===== src/hdl/mmu_pkg.sv =====
// ----------------------------------------------------------------------------
// mmu_pkg: shared types and codes of the matrix multiply unit
// Function codes, register indexes, field widths and the command and status
// structs between the controller and the datapath.
// ----------------------------------------------------------------------------
package mmu_pkg;

  localparam int IDX_W   = 3;
  localparam int DIM_W   = 4;
  localparam int ELEM_W  = 16;
  localparam int PROD_W  = 32;
  localparam int SUM_W   = 36;
  localparam int FUNC_W  = 2;
  localparam int CFG_A_W = 2;

  localparam logic [FUNC_W-1:0] FUNC_LOAD_A  = 2'd0;
  localparam logic [FUNC_W-1:0] FUNC_LOAD_B  = 2'd1;
  localparam logic [FUNC_W-1:0] FUNC_COMPUTE = 2'd2;

  localparam logic [CFG_A_W-1:0] CFG_ROWS_A    = 2'd0;
  localparam logic [CFG_A_W-1:0] CFG_INNER_DIM = 2'd1;
  localparam logic [CFG_A_W-1:0] CFG_COLS_B    = 2'd2;

  typedef struct packed {
    logic             we_a;
    logic             we_b;
    logic             clear_acc;
    logic             issue;
    logic [IDX_W-1:0] rd_i;
    logic [IDX_W-1:0] rd_j;
    logic [IDX_W-1:0] rd_k;
  } mmu_cmd_t;

  typedef struct packed {
    logic pipe_busy;
  } mmu_status_t;

endpackage


===== src/hdl/mmu_datapath.sv =====
// ----------------------------------------------------------------------------
// mmu_datapath: operand stores and multiply-accumulate pipeline
// Holds the A and B stores, reads one operand pair per issued step, multiplies
// them in a registered stage and adds the product into the accumulator.
// ----------------------------------------------------------------------------
module mmu_datapath #(
  parameter int MAX_DIM = 8
) (
  input  logic                                clk,
  input  logic                                rst_n,
  input  mmu_pkg::mmu_cmd_t                   cmd,
  input  logic [mmu_pkg::IDX_W-1:0]           in_row,
  input  logic [mmu_pkg::IDX_W-1:0]           in_col,
  input  logic [mmu_pkg::ELEM_W-1:0]          in_value,
  output mmu_pkg::mmu_status_t                status,
  output logic signed [mmu_pkg::SUM_W-1:0]    sum
);
  import mmu_pkg::*;

  localparam int DEPTH = MAX_DIM * MAX_DIM;
  localparam int AW    = (DEPTH > 1) ? $clog2(DEPTH) : 1;

  logic [ELEM_W-1:0]        mem_a [DEPTH];
  logic [ELEM_W-1:0]        mem_b [DEPTH];
  logic [AW-1:0]            wr_addr;
  logic [AW-1:0]            rd_addr_a;
  logic [AW-1:0]            rd_addr_b;
  logic                     in_range;
  logic signed [ELEM_W-1:0] rd_a_r;
  logic signed [ELEM_W-1:0] rd_b_r;
  logic                     rd_vld_r;
  logic signed [PROD_W-1:0] prod_r;
  logic                     mul_vld_r;
  logic signed [SUM_W-1:0]  acc_r;

  assign in_range  = ({1'b0, in_row} < DIM_W'(MAX_DIM)) && ({1'b0, in_col} < DIM_W'(MAX_DIM));
  assign wr_addr   = AW'(int'(in_row) * MAX_DIM + int'(in_col));
  assign rd_addr_a = AW'(int'(cmd.rd_i) * MAX_DIM + int'(cmd.rd_k));
  assign rd_addr_b = AW'(int'(cmd.rd_k) * MAX_DIM + int'(cmd.rd_j));

  always_ff @(posedge clk) begin
    if (cmd.we_a && in_range) begin
      mem_a[wr_addr] <= in_value;
    end
    if (cmd.we_b && in_range) begin
      mem_b[wr_addr] <= in_value;
    end
    if (cmd.issue) begin
      rd_a_r <= mem_a[rd_addr_a];
      rd_b_r <= mem_b[rd_addr_b];
    end
  end

  always_ff @(posedge clk) begin
    prod_r <= rd_a_r * rd_b_r;
    if (cmd.clear_acc) begin
      acc_r <= '0;
    end else if (mul_vld_r) begin
      acc_r <= acc_r + SUM_W'(prod_r);
    end
  end

  always_ff @(posedge clk) begin
    if (!rst_n) begin
      rd_vld_r  <= 1'b0;
      mul_vld_r <= 1'b0;
    end else begin
      rd_vld_r  <= cmd.issue;
      mul_vld_r <= rd_vld_r;
    end
  end

  assign status.pipe_busy = rd_vld_r | mul_vld_r;
  assign sum              = acc_r;

endmodule


===== src/hdl/mmu_ctrl.sv =====
// ----------------------------------------------------------------------------
// mmu_ctrl: sequencer of the matrix multiply unit
// Decodes input beats, holds the dimension registers and walks the result
// elements and the inner index, handing out one result beat per element.
// ----------------------------------------------------------------------------
module mmu_ctrl #(
  parameter int MAX_DIM = 8
) (
  input  logic                              clk,
  input  logic                              rst_n,
  input  logic                              in_tvalid,
  output logic                              in_tready,
  input  logic [mmu_pkg::FUNC_W-1:0]        in_func,
  output logic                              out_tvalid,
  input  logic                              out_tready,
  output logic [mmu_pkg::IDX_W-1:0]         out_row,
  output logic [mmu_pkg::IDX_W-1:0]         out_col,
  output logic                              out_last,
  input  logic                              cfg_we,
  input  logic [mmu_pkg::CFG_A_W-1:0]       cfg_addr,
  input  logic [mmu_pkg::DIM_W-1:0]         cfg_wdata,
  output mmu_pkg::mmu_cmd_t                 cmd,
  input  mmu_pkg::mmu_status_t              status
);
  import mmu_pkg::*;

  localparam logic [2:0] ST_IDLE  = 3'd0;
  localparam logic [2:0] ST_START = 3'd1;
  localparam logic [2:0] ST_MAC   = 3'd2;
  localparam logic [2:0] ST_DRAIN = 3'd3;
  localparam logic [2:0] ST_OUT   = 3'd4;

  localparam logic [DIM_W-1:0] DIM_MAX = DIM_W'(MAX_DIM);

  logic [2:0]       state_r, state_nxt;
  logic [IDX_W-1:0] i_r, i_nxt;
  logic [IDX_W-1:0] j_r, j_nxt;
  logic [IDX_W-1:0] k_r, k_nxt;
  logic [DIM_W-1:0] nr_r, nk_r, nc_r;
  logic [DIM_W-1:0] cfg_clamped;
  logic             in_fire;
  logic             out_fire;
  logic             j_end;
  logic             k_end;

  assign in_tready   = (state_r == ST_IDLE);
  assign out_tvalid  = (state_r == ST_OUT);
  assign in_fire     = in_tvalid & in_tready;
  assign out_fire    = out_tvalid & out_tready;
  assign j_end       = ({1'b0, j_r} + DIM_W'(1)) == nc_r;
  assign k_end       = ({1'b0, k_r} + DIM_W'(1)) == nk_r;
  assign out_last    = (({1'b0, i_r} + DIM_W'(1)) == nr_r) && j_end;
  assign out_row     = i_r;
  assign out_col     = j_r;
  assign cfg_clamped = (cfg_wdata > DIM_MAX) ? DIM_MAX : cfg_wdata;

  always_comb begin
    state_nxt     = state_r;
    i_nxt         = i_r;
    j_nxt         = j_r;
    k_nxt         = k_r;
    cmd.we_a      = in_fire && (in_func == FUNC_LOAD_A);
    cmd.we_b      = in_fire && (in_func == FUNC_LOAD_B);
    cmd.clear_acc = 1'b0;
    cmd.issue     = 1'b0;
    cmd.rd_i      = i_r;
    cmd.rd_j      = j_r;
    cmd.rd_k      = k_r;
    unique case (state_r)
      ST_IDLE: begin
        if (in_fire && (in_func == FUNC_COMPUTE) && (nr_r != '0) && (nc_r != '0)) begin
          i_nxt     = '0;
          j_nxt     = '0;
          state_nxt = ST_START;
        end
      end
      ST_START: begin
        cmd.clear_acc = 1'b1;
        k_nxt         = '0;
        state_nxt     = (nk_r == '0) ? ST_DRAIN : ST_MAC;
      end
      ST_MAC: begin
        cmd.issue = 1'b1;
        if (k_end) begin
          state_nxt = ST_DRAIN;
        end else begin
          k_nxt = k_r + IDX_W'(1);
        end
      end
      ST_DRAIN: begin
        if (!status.pipe_busy) begin
          state_nxt = ST_OUT;
        end
      end
      ST_OUT: begin
        if (out_fire) begin
          if (out_last) begin
            state_nxt = ST_IDLE;
          end else begin
            if (j_end) begin
              j_nxt = '0;
              i_nxt = i_r + IDX_W'(1);
            end else begin
              j_nxt = j_r + IDX_W'(1);
            end
            state_nxt = ST_START;
          end
        end
      end
      default: begin
        state_nxt = ST_IDLE;
      end
    endcase
  end

  always_ff @(posedge clk) begin
    if (!rst_n) begin
      state_r <= ST_IDLE;
      i_r     <= '0;
      j_r     <= '0;
      k_r     <= '0;
      nr_r    <= DIM_MAX;
      nk_r    <= DIM_MAX;
      nc_r    <= DIM_MAX;
    end else begin
      state_r <= state_nxt;
      i_r     <= i_nxt;
      j_r     <= j_nxt;
      k_r     <= k_nxt;
      if (cfg_we) begin
        unique case (cfg_addr)
          CFG_ROWS_A:    nr_r <= cfg_clamped;
          CFG_INNER_DIM: nk_r <= cfg_clamped;
          CFG_COLS_B:    nc_r <= cfg_clamped;
          default: begin
          end
        endcase
      end
    end
  end

`ifndef SYNTHESIS
  a_out_after_drain : assert property (@(posedge clk) disable iff (!rst_n)
    out_tvalid |-> !status.pipe_busy)
    else $error("Result offered while products are still in flight.");

  a_last_ends_run : assert property (@(posedge clk) disable iff (!rst_n)
    (out_fire && out_last) |=> in_tready)
    else $error("Sequencer did not return to idle after the last beat.");

  a_issue_in_range : assert property (@(posedge clk) disable iff (!rst_n)
    cmd.issue |-> ({1'b0, k_r} < nk_r))
    else $error("Inner index issued beyond the inner dimension.");

  a_result_in_range : assert property (@(posedge clk) disable iff (!rst_n)
    out_tvalid |-> (({1'b0, i_r} < nr_r) && ({1'b0, j_r} < nc_r)))
    else $error("Result element outside the result matrix.");
`endif

endmodule


===== src/hdl/matrix_multiply_unit.sv =====
// ----------------------------------------------------------------------------
// matrix_multiply_unit: signed Q8.8 dense matrix multiply, up to 8 by 8
// Loads elements of A and B into on-chip stores and, on a compute beat,
// streams every element of C = A x B in row-major order as Q20.16 sums.
// ----------------------------------------------------------------------------
// Load beats are taken one per cycle while no run is in progress. A compute
// beat starts a run in which each result element passes through these steps:
// the accumulator is cleared, one store read is made per inner index, the
// operand register, the multiplier and the accumulator are drained, and then
// the result beat is offered. The single read port of each operand store
// allows one operand pair to be read per inner index. No input beat is taken
// until the last result beat of the run has been taken. Dimensions above
// MAX_DIM act as MAX_DIM, and a zero row or column count makes a compute
// produce no beats.
module matrix_multiply_unit #(
  parameter int MAX_DIM = 8
) (
  input  logic                            clk,
  input  logic                            rst_n,
  input  logic                            in_tvalid,
  output logic                            in_tready,
  input  logic [23:0]                     in_tdata,   // row[2:0], col[5:3], value[21:6]
  input  logic [mmu_pkg::FUNC_W-1:0]      in_tuser,   // func[1:0]
  output logic                            out_tvalid,
  input  logic                            out_tready,
  output logic [47:0]                     out_tdata,  // out_row[2:0], out_col[5:3], sum[41:6]
  output logic                            out_tlast,
  input  logic                            cfg_we,
  input  logic [mmu_pkg::CFG_A_W-1:0]     cfg_addr,
  input  logic [mmu_pkg::DIM_W-1:0]       cfg_wdata
);
  import mmu_pkg::*;

  mmu_cmd_t                 cmd;
  mmu_status_t              status;
  logic [IDX_W-1:0]         res_row;
  logic [IDX_W-1:0]         res_col;
  logic signed [SUM_W-1:0]  res_sum;

  mmu_ctrl #(
    .MAX_DIM (MAX_DIM)
  ) u_ctrl (
    .clk        (clk),
    .rst_n      (rst_n),
    .in_tvalid  (in_tvalid),
    .in_tready  (in_tready),
    .in_func    (in_tuser),
    .out_tvalid (out_tvalid),
    .out_tready (out_tready),
    .out_row    (res_row),
    .out_col    (res_col),
    .out_last   (out_tlast),
    .cfg_we     (cfg_we),
    .cfg_addr   (cfg_addr),
    .cfg_wdata  (cfg_wdata),
    .cmd        (cmd),
    .status     (status)
  );

  mmu_datapath #(
    .MAX_DIM (MAX_DIM)
  ) u_datapath (
    .clk      (clk),
    .rst_n    (rst_n),
    .cmd      (cmd),
    .in_row   (in_tdata[2:0]),
    .in_col   (in_tdata[5:3]),
    .in_value (in_tdata[21:6]),
    .status   (status),
    .sum      (res_sum)
  );

  assign out_tdata = {6'b0, res_sum, res_col, res_row};

endmodule


===== config.mk =====
export PLATFORM = sky130hd
export DESIGN_NAME = matrix_multiply_unit
export DESIGN_NICKNAME = d
export VERILOG_FILES = /design/src/hdl/mmu_pkg.sv /design/src/hdl/mmu_datapath.sv /design/src/hdl/mmu_ctrl.sv /design/src/hdl/matrix_multiply_unit.sv
export SDC_FILE = /design/constraint.sdc
export NUM_CORES = 2
export LEC_CHECK = 0
export BUFFER_PORTS_ARGS = -buffer_cell sky130_fd_sc_hd__buf_2
export CORE_UTILIZATION = 45
export CTS_CLUSTER_SIZE = 30
export DETAILED_ROUTE_END_ITERATION = 6
export PLACE_DENSITY = 0.62
export SETUP_SLACK_MARGIN = 0.3
export SYNTH_ARGS = -nofsm -noshare
export SYNTH_HDL_FRONTEND = slang
export SYNTH_HIERARCHICAL = 1
export SYNTH_SLANG_ARGS = --single-unit
export TNS_END_PERCENT = 10

===== constraint.sdc =====
create_clock -name clk -period 5.7 [get_ports clk]
set_input_delay 0.855 -clock clk [delete_from_list [all_inputs] [get_ports clk]]
set_output_delay 0.855 -clock clk [all_outputs]
set_load 0.005 [all_outputs]

=== After elaboration in Yosys (flattened, before gate mapping) ===
Memory sizes are Yosys's and may differ from the RTL's. A register that Yosys moved wholly into a read port is not among the register bits.
Index checks and enable logic that the tools add are counted.

* Reductions and logical operators: 21
* Add/subtract/negate cells: 10
* Multiplexer cells: 25
* Bitwise logic cells: 3
* Shift operators: 0
* Div/mod/pow operators: 0
* Order comparisons: 1
* Multipliers: 1
* Equality and inequality tests: 18

{| class="wikitable"
|+ Operators with widths
! operator !! number
|-
| $add 36x32->36 || 1
|-
| $mux 3 || 12
|-
| $mul 16x16->32 || 1
|-
| $add 6x3->6 || 3
|-
| $pmux 3 s2 || 3
|-
| $pmux 3 s5 || 1
|-
| $add 3x1->4 const B || 3
|-
| $eq 4x4->1 || 3
|-
| $ne 2x2->1 const B || 6
|-
| $add 3x1->3 const B || 3
|-
| $mux 1 || 8
|-
| $reduce_and 2->1 || 4
|-
| $reduce_and 4->1 || 2
|-
| $reduce_bool 4->1 || 2
|-
| $eq 3x2->1 const B || 2
|-
| $logic_and 1x1->1 || 6
|-
| $reduce_and 5->1 || 1
|-
| $eq 2x1->1 const B || 2
|-
| $eq 2x2->1 const B || 2
|-
| $gt 4x4->1 const B || 1
|-
| $logic_not 2->1 || 2
|-
| $logic_not 4->1 || 1
|-
| $mux 4 || 1
|-
| $reduce_bool 2->1 || 2
|-
| other kinds (6) || 7
|}

* Memories: 2
* Logic and storage cells: 92
* Bits in writable memories: 2,048
* Bits in latches: 0
* Bits in registers: 94
* ROM bits: 0
* Output and inout bits: 51

{| class="wikitable"
|+ Memories
! name !! words !! width !! rd ports !! clocked after Yosys merged registers in !! write ports !! line !! text
|-
| u_datapath.mem_a || 64 || 16 || 1 || 1 || 1 || mmu_datapath.sv:23 || <nowiki>logic [ELEM_W-1:0] mem_a [DEPTH];</nowiki>
|-
| u_datapath.mem_b || 64 || 16 || 1 || 1 || 1 || mmu_datapath.sv:24 || <nowiki>logic [ELEM_W-1:0] mem_b [DEPTH];</nowiki>
|}

=== Depth between registers and ports, before layout ===
* Depth in word-level cells: 7
* Gate-level depth with buffers: 24
* Gate-level depth less buffers: 23

=== Cells and area by module ===
The synthesis kept the hierarchy.

{| class="wikitable"
|+ By module, submodules not included
! module !! area an instance (um^2) !! cells an instance !! sequential area each (um^2) !! times used
|-
| mmu_datapath || 92,421.1 || 4,567 || 63,861.2 || 1
|-
| mmu_ctrl || 1,448.9 || 168 || 480.5 || 1
|-
| matrix_multiply_unit || 48.8 || 7 || 0.0 || 1
|}

=== Least setup slack after synthesis ===
No wires, ideal clock.

* Kind: register to register
* Start: register u_datapath.rd_a_r[15] (read register of u_datapath.mem_a)
* End: register u_datapath.prod_r[31]
* Path slack: -0.266 ns
* Library setup time: 0.072 ns
* Cell stages (with the launch flop): 23
* Required time: 5.628 ns
* Data arrival time: 5.894 ns
* Buffers on the path: 1
* Cells stage by stage: edfxtp_1 clkbuf_1 nand2_1 inv_1 fa_1 fa_1 fa_1 fa_1 fa_1 inv_1 fa_1 inv_1 ha_1 a21oi_1 o21ai_0 or2_2 o21ai_0 a31oi_1 nand4_1 a31oi_1 o21a_1 nor2_1 xnor2_1

* Cells in the longest elaborated chain, start to end: 1

{| class="wikitable"
|+ Ends and longest elaborated chain
! item !! line !! text
|-
| start: declaration || mmu_datapath.sv:29 || <nowiki>logic signed [ELEM_W-1:0] rd_a_r;</nowiki>
|-
| $mul 16x16->32 || mmu_datapath.sv:55 || <nowiki>prod_r <= rd_a_r * rd_b_r;</nowiki>
|-
| end signal: assignment || mmu_datapath.sv:55 ||
|-
| end: declaration || mmu_datapath.sv:32 || <nowiki>logic signed [PROD_W-1:0] prod_r;</nowiki>
|}

No other way between the ends.
A chain may end at the register's enable or synchronous reset.

=== Worst setup path after layout ===
* Start: register u_datapath.rd_b_r[6] (read register of u_datapath.mem_b)
* End: register u_datapath.prod_r[23]

* Cells in the longest elaborated chain, start to end: 1

{| class="wikitable"
|+ Ends and longest elaborated chain
! item !! line !! text
|-
| start: declaration || mmu_datapath.sv:30 || <nowiki>logic signed [ELEM_W-1:0] rd_b_r;</nowiki>
|-
| $mul 16x16->32 || mmu_datapath.sv:55 ||
|}

No other way between the ends.

==> results.yml <==
place:
  gp_congestion: 0.845
  dpl.hpwl_um: 135000
  place_ws_ps: -440
  io_buffer_count: 79
detailed_routing:
  vias: 45900
  via_per_inst: 5.65
  final_antenna_net_count: 0
  wire_per_inst_um: 26.5
  drt_wl_total_um: 215000
  drc: 0
  first_pass_iters: 5
  drt-initial-drc-count: 4888
worst_hold_path:
  min_path_cells: 3
  min_path_type: "in -> reg"
pwr:
  clockPowerShare: 0.227
  p_sw_mw: 21.0
  ir_drop_mv: 1.43
  power.leakage_nw: 35.3
  total_power_mw: 62.0
  power_frac_comb: 0.476
  cellInternalPower_mw: 41.0
  power.density_nw_per_um2: 578
  switching_share: 0.339
  p_seq_frac: 0.297
timing:
  final_hold_viol_count: 0
  setup_ws_ps: -98.0
  fin_crit_sh: 1.02
  slew_headroom: 0.128
  tightest_slew_ps: 1280
  setup_viol: 5
  max_clock_freq_mhz: 172
  skew_ps: 102
  fin_crit_ps: 5800
  slew_violations: 0
  rsz0062_at_grt: "yes"
layout:
  drive_above_1_share: 0.281
  area_delta_synth_final_pct: 14.2
  fin_nets: 5566
  final_util: 0.517
clock_network:
  clock_sinks: 2174
  htree_levels: 4
  cts.clk_slew.worst_paths_ps: 60
  clockBufferDepth: 3
  cts_inserted_buffers: 216
  cts_tree: "yes"
  cts_root_buf: "clkbuf_16"
  clk_latency_ps: 870
floorplan:
  start_util: 0.453
  dieHeight_um: 459
  pin_count: 88
  core-area_um2: 207000
  die_area_um2: 211000
  rows: 167
  die_x_um: 459
yosys:
  yosys-mux-area-fraction: 0.165
  synth_area_um2: 93900
  synth_fa_ha_area_frac: 0.0720
  ys_async_sr_fraction: 0
  synth-seq-area-share: 0.685
  synth.area.top_cells: "edfxtp_1 (67%), mux4_2 (16%), fa_1 (5.6%)"
  synth_compound_area_frac: 0.0147
  yosysUniqueCellTypes: 80
  synthSimpleGateAreaFrac: 0.0348
  synthXorXnorAreaFrac: 0.00643
  synth_top_family_by_area: "multiplexers"
  yosys_warnings: 6
  synth.avg_cell_area_um2: 19.8
  synth_edf_count: 2080
  synth_top_area_cell: "edfxtp_1"
  netlist_instances: 4742
  synth_seq_cells: 2174
  yosysTopAreaCellShare: 0.665
  synth_ff_type: "edfxtp_1"
global_routing:
  grt_overflow: 0
  grt_pass1_vias: 47300
  grt_pass1_wl_um: 319000
  grt_max_degree: 86
  grt.total_usage: 0.207
  antenna_found_initial: 16
critical_path:
  end_kind: "flop"
  worst_path_most_repeated_cell: "fa_1"
  arrival_ps: 6510
  reg2regPathDepth: 21
  crit_path_max_fanout: 8
  cpPeakStageDelay_ps: 560
  critical_path.slowest_cell: "fa_1"
  required_ps: 6410
  worstSetupPathType: "reg -> reg"
  path_cells: "buf_6, buf_4, and2_1, fa_1, fa_2, fa_1, fa_1, fa_1, inv_1, fa_1, inv_1, ha_4, a21oi_1, o21ai_1, or2_4, o211ai_1, a21oi_1, or2_2, a21o_1, a21oi_2, xnor2_1"
  start_kind: "flop"
status:
  violations: "negative setup slack"
  status: "complete, but fails checks"
flow_run:
  max_cap_viol_count: 0
## worst max-delay path: cells and delay by family (launching register included)
family	cells	cell delay, ps
and+or+nand+nor	3	710
adders and majority gates	7	3190
xor gates and xnor gates	1	120
DFF	1	400
buffers and inverters	4	410
AOI/OAI and AO/OA	6	850
## cell families after synthesis
group,count (synthesis)
other,1
AO/OA/AOI/OAI,210
flip-flops,2174
buffers and inverters,526
adder cells (fa/ha/maj),383
XOR/XNOR,69
multiplexers,707
AND/OR/NAND/NOR,672
## power groups by stage
stage               clock, mW  combinational, mW  sequential (mW)
floorplan                   0               18.5             18.7
global placement            0               27.2             18.8
detailed placement          0               27.5             18.8
CTS                      14.4               29.0             18.4
global route             15.0               33.3             18.4
finish                   14.1               29.5             18.4
## repair_timing
action	in CTS	in global routing
gates resized for setup	41	18
setup buffers	2	2
endpoints found under the setup margin	16	16
pin swaps	38	10
hold buffers	0	0
## worst paths after layout
kind,start,end,slack (ps)
min,out_tready,u_ctrl/out_col[0],310
min reg2reg,u_datapath/rd_vld_r,u_datapath/mul_vld_r,450
max reg2reg,u_datapath/rd_b_r[6],u_datapath/prod_r[23],-100
max,u_datapath/rd_b_r[6],u_datapath/prod_r[23],-100
## routing by layer
layer	track usage	part of all wire	wire [um]
met5	0	0	0
met4	0.0521	0.023	4910
met3	0.0319	0.066	14200
met2	0.327	0.48	102000
met1	0.304	0.44	93800
## placed cells by master (no fill, tap or decap), types with 40 or more instances in the layout
master	n
nand2_1	175
clkbuf_1	46
fa_1	251
clkbuf_16	216
mux4_2	672
ha_1	111
buf_2	63
dfxtp_1	85
edfxtp_1	2080
and2_1	129
buf_4	317
clkinv_1	40
clkinv_2	49
xnor2_1	45
nor2_1	199
a21oi_1	50
inv_1	293
## flip-flops by register name, summed over array words and instances (netlist names), 4 cells and up
name	count
u_datapath/mem_a	1024
u_datapath/mem_b	1024
u_datapath/sum	36
u_datapath/prod_r	32
u_datapath/rd_a_r	16
u_datapath/rd_b_r	16
u_ctrl/nc_r	4
u_ctrl/nk_r	4
u_ctrl/nr_r	4
## cells in the mapped netlist (all sizes together) (11+ instances only)
| cell | instances |
|---|---|
| xor2 | 23 |
| inv | 297 |
| a21oi | 60 |
| buf | 93 |
| and2 | 133 |
| nand3 | 31 |
| edfxtp | 2080 |
| o21ai | 41 |
| nand2b | 13 |
| nor2b | 23 |
| a31oi | 16 |
| nand2 | 179 |
| dfxtp | 94 |
| mux2i | 34 |
| clkbuf | 136 |
| xnor2 | 46 |
| fa | 263 |
| nor2 | 206 |
| ha | 120 |
| o21a | 11 |
| a21o | 24 |
| mux4 | 672 |
## metrics by stage
step           instance area [um2]  setup TNS [ps]  hold WS, ps  std cells
2_1_floorplan                94100               0          421       4747
3_3_place_gp                 99800           -2210          430       7712
3_5_place_dp                 99800           -2360          442       7712
4_1_cts                     107000            -514          227       8118
5_1_grt                     107000           -2360          284       8122
6_report                    107000            -333          308       8126
## area by class of cell
| type | count | area [um2] |
|---|---|---|
| inverters | 297 | 1110 |
| fillers | 16500 | 100000 |
| clock inverters | 141 | 1510 |
| flip-flops and latches | 2174 | 64400 |
| repair buffers | 410 | 3230 |
| multi-input cells | 2047 | 27900 |
| well taps | 2788 | 3490 |
| diodes | 6 | 15.0 |
| clock buffers | 263 | 5590 |
Power figures use the tool's default switching activity.
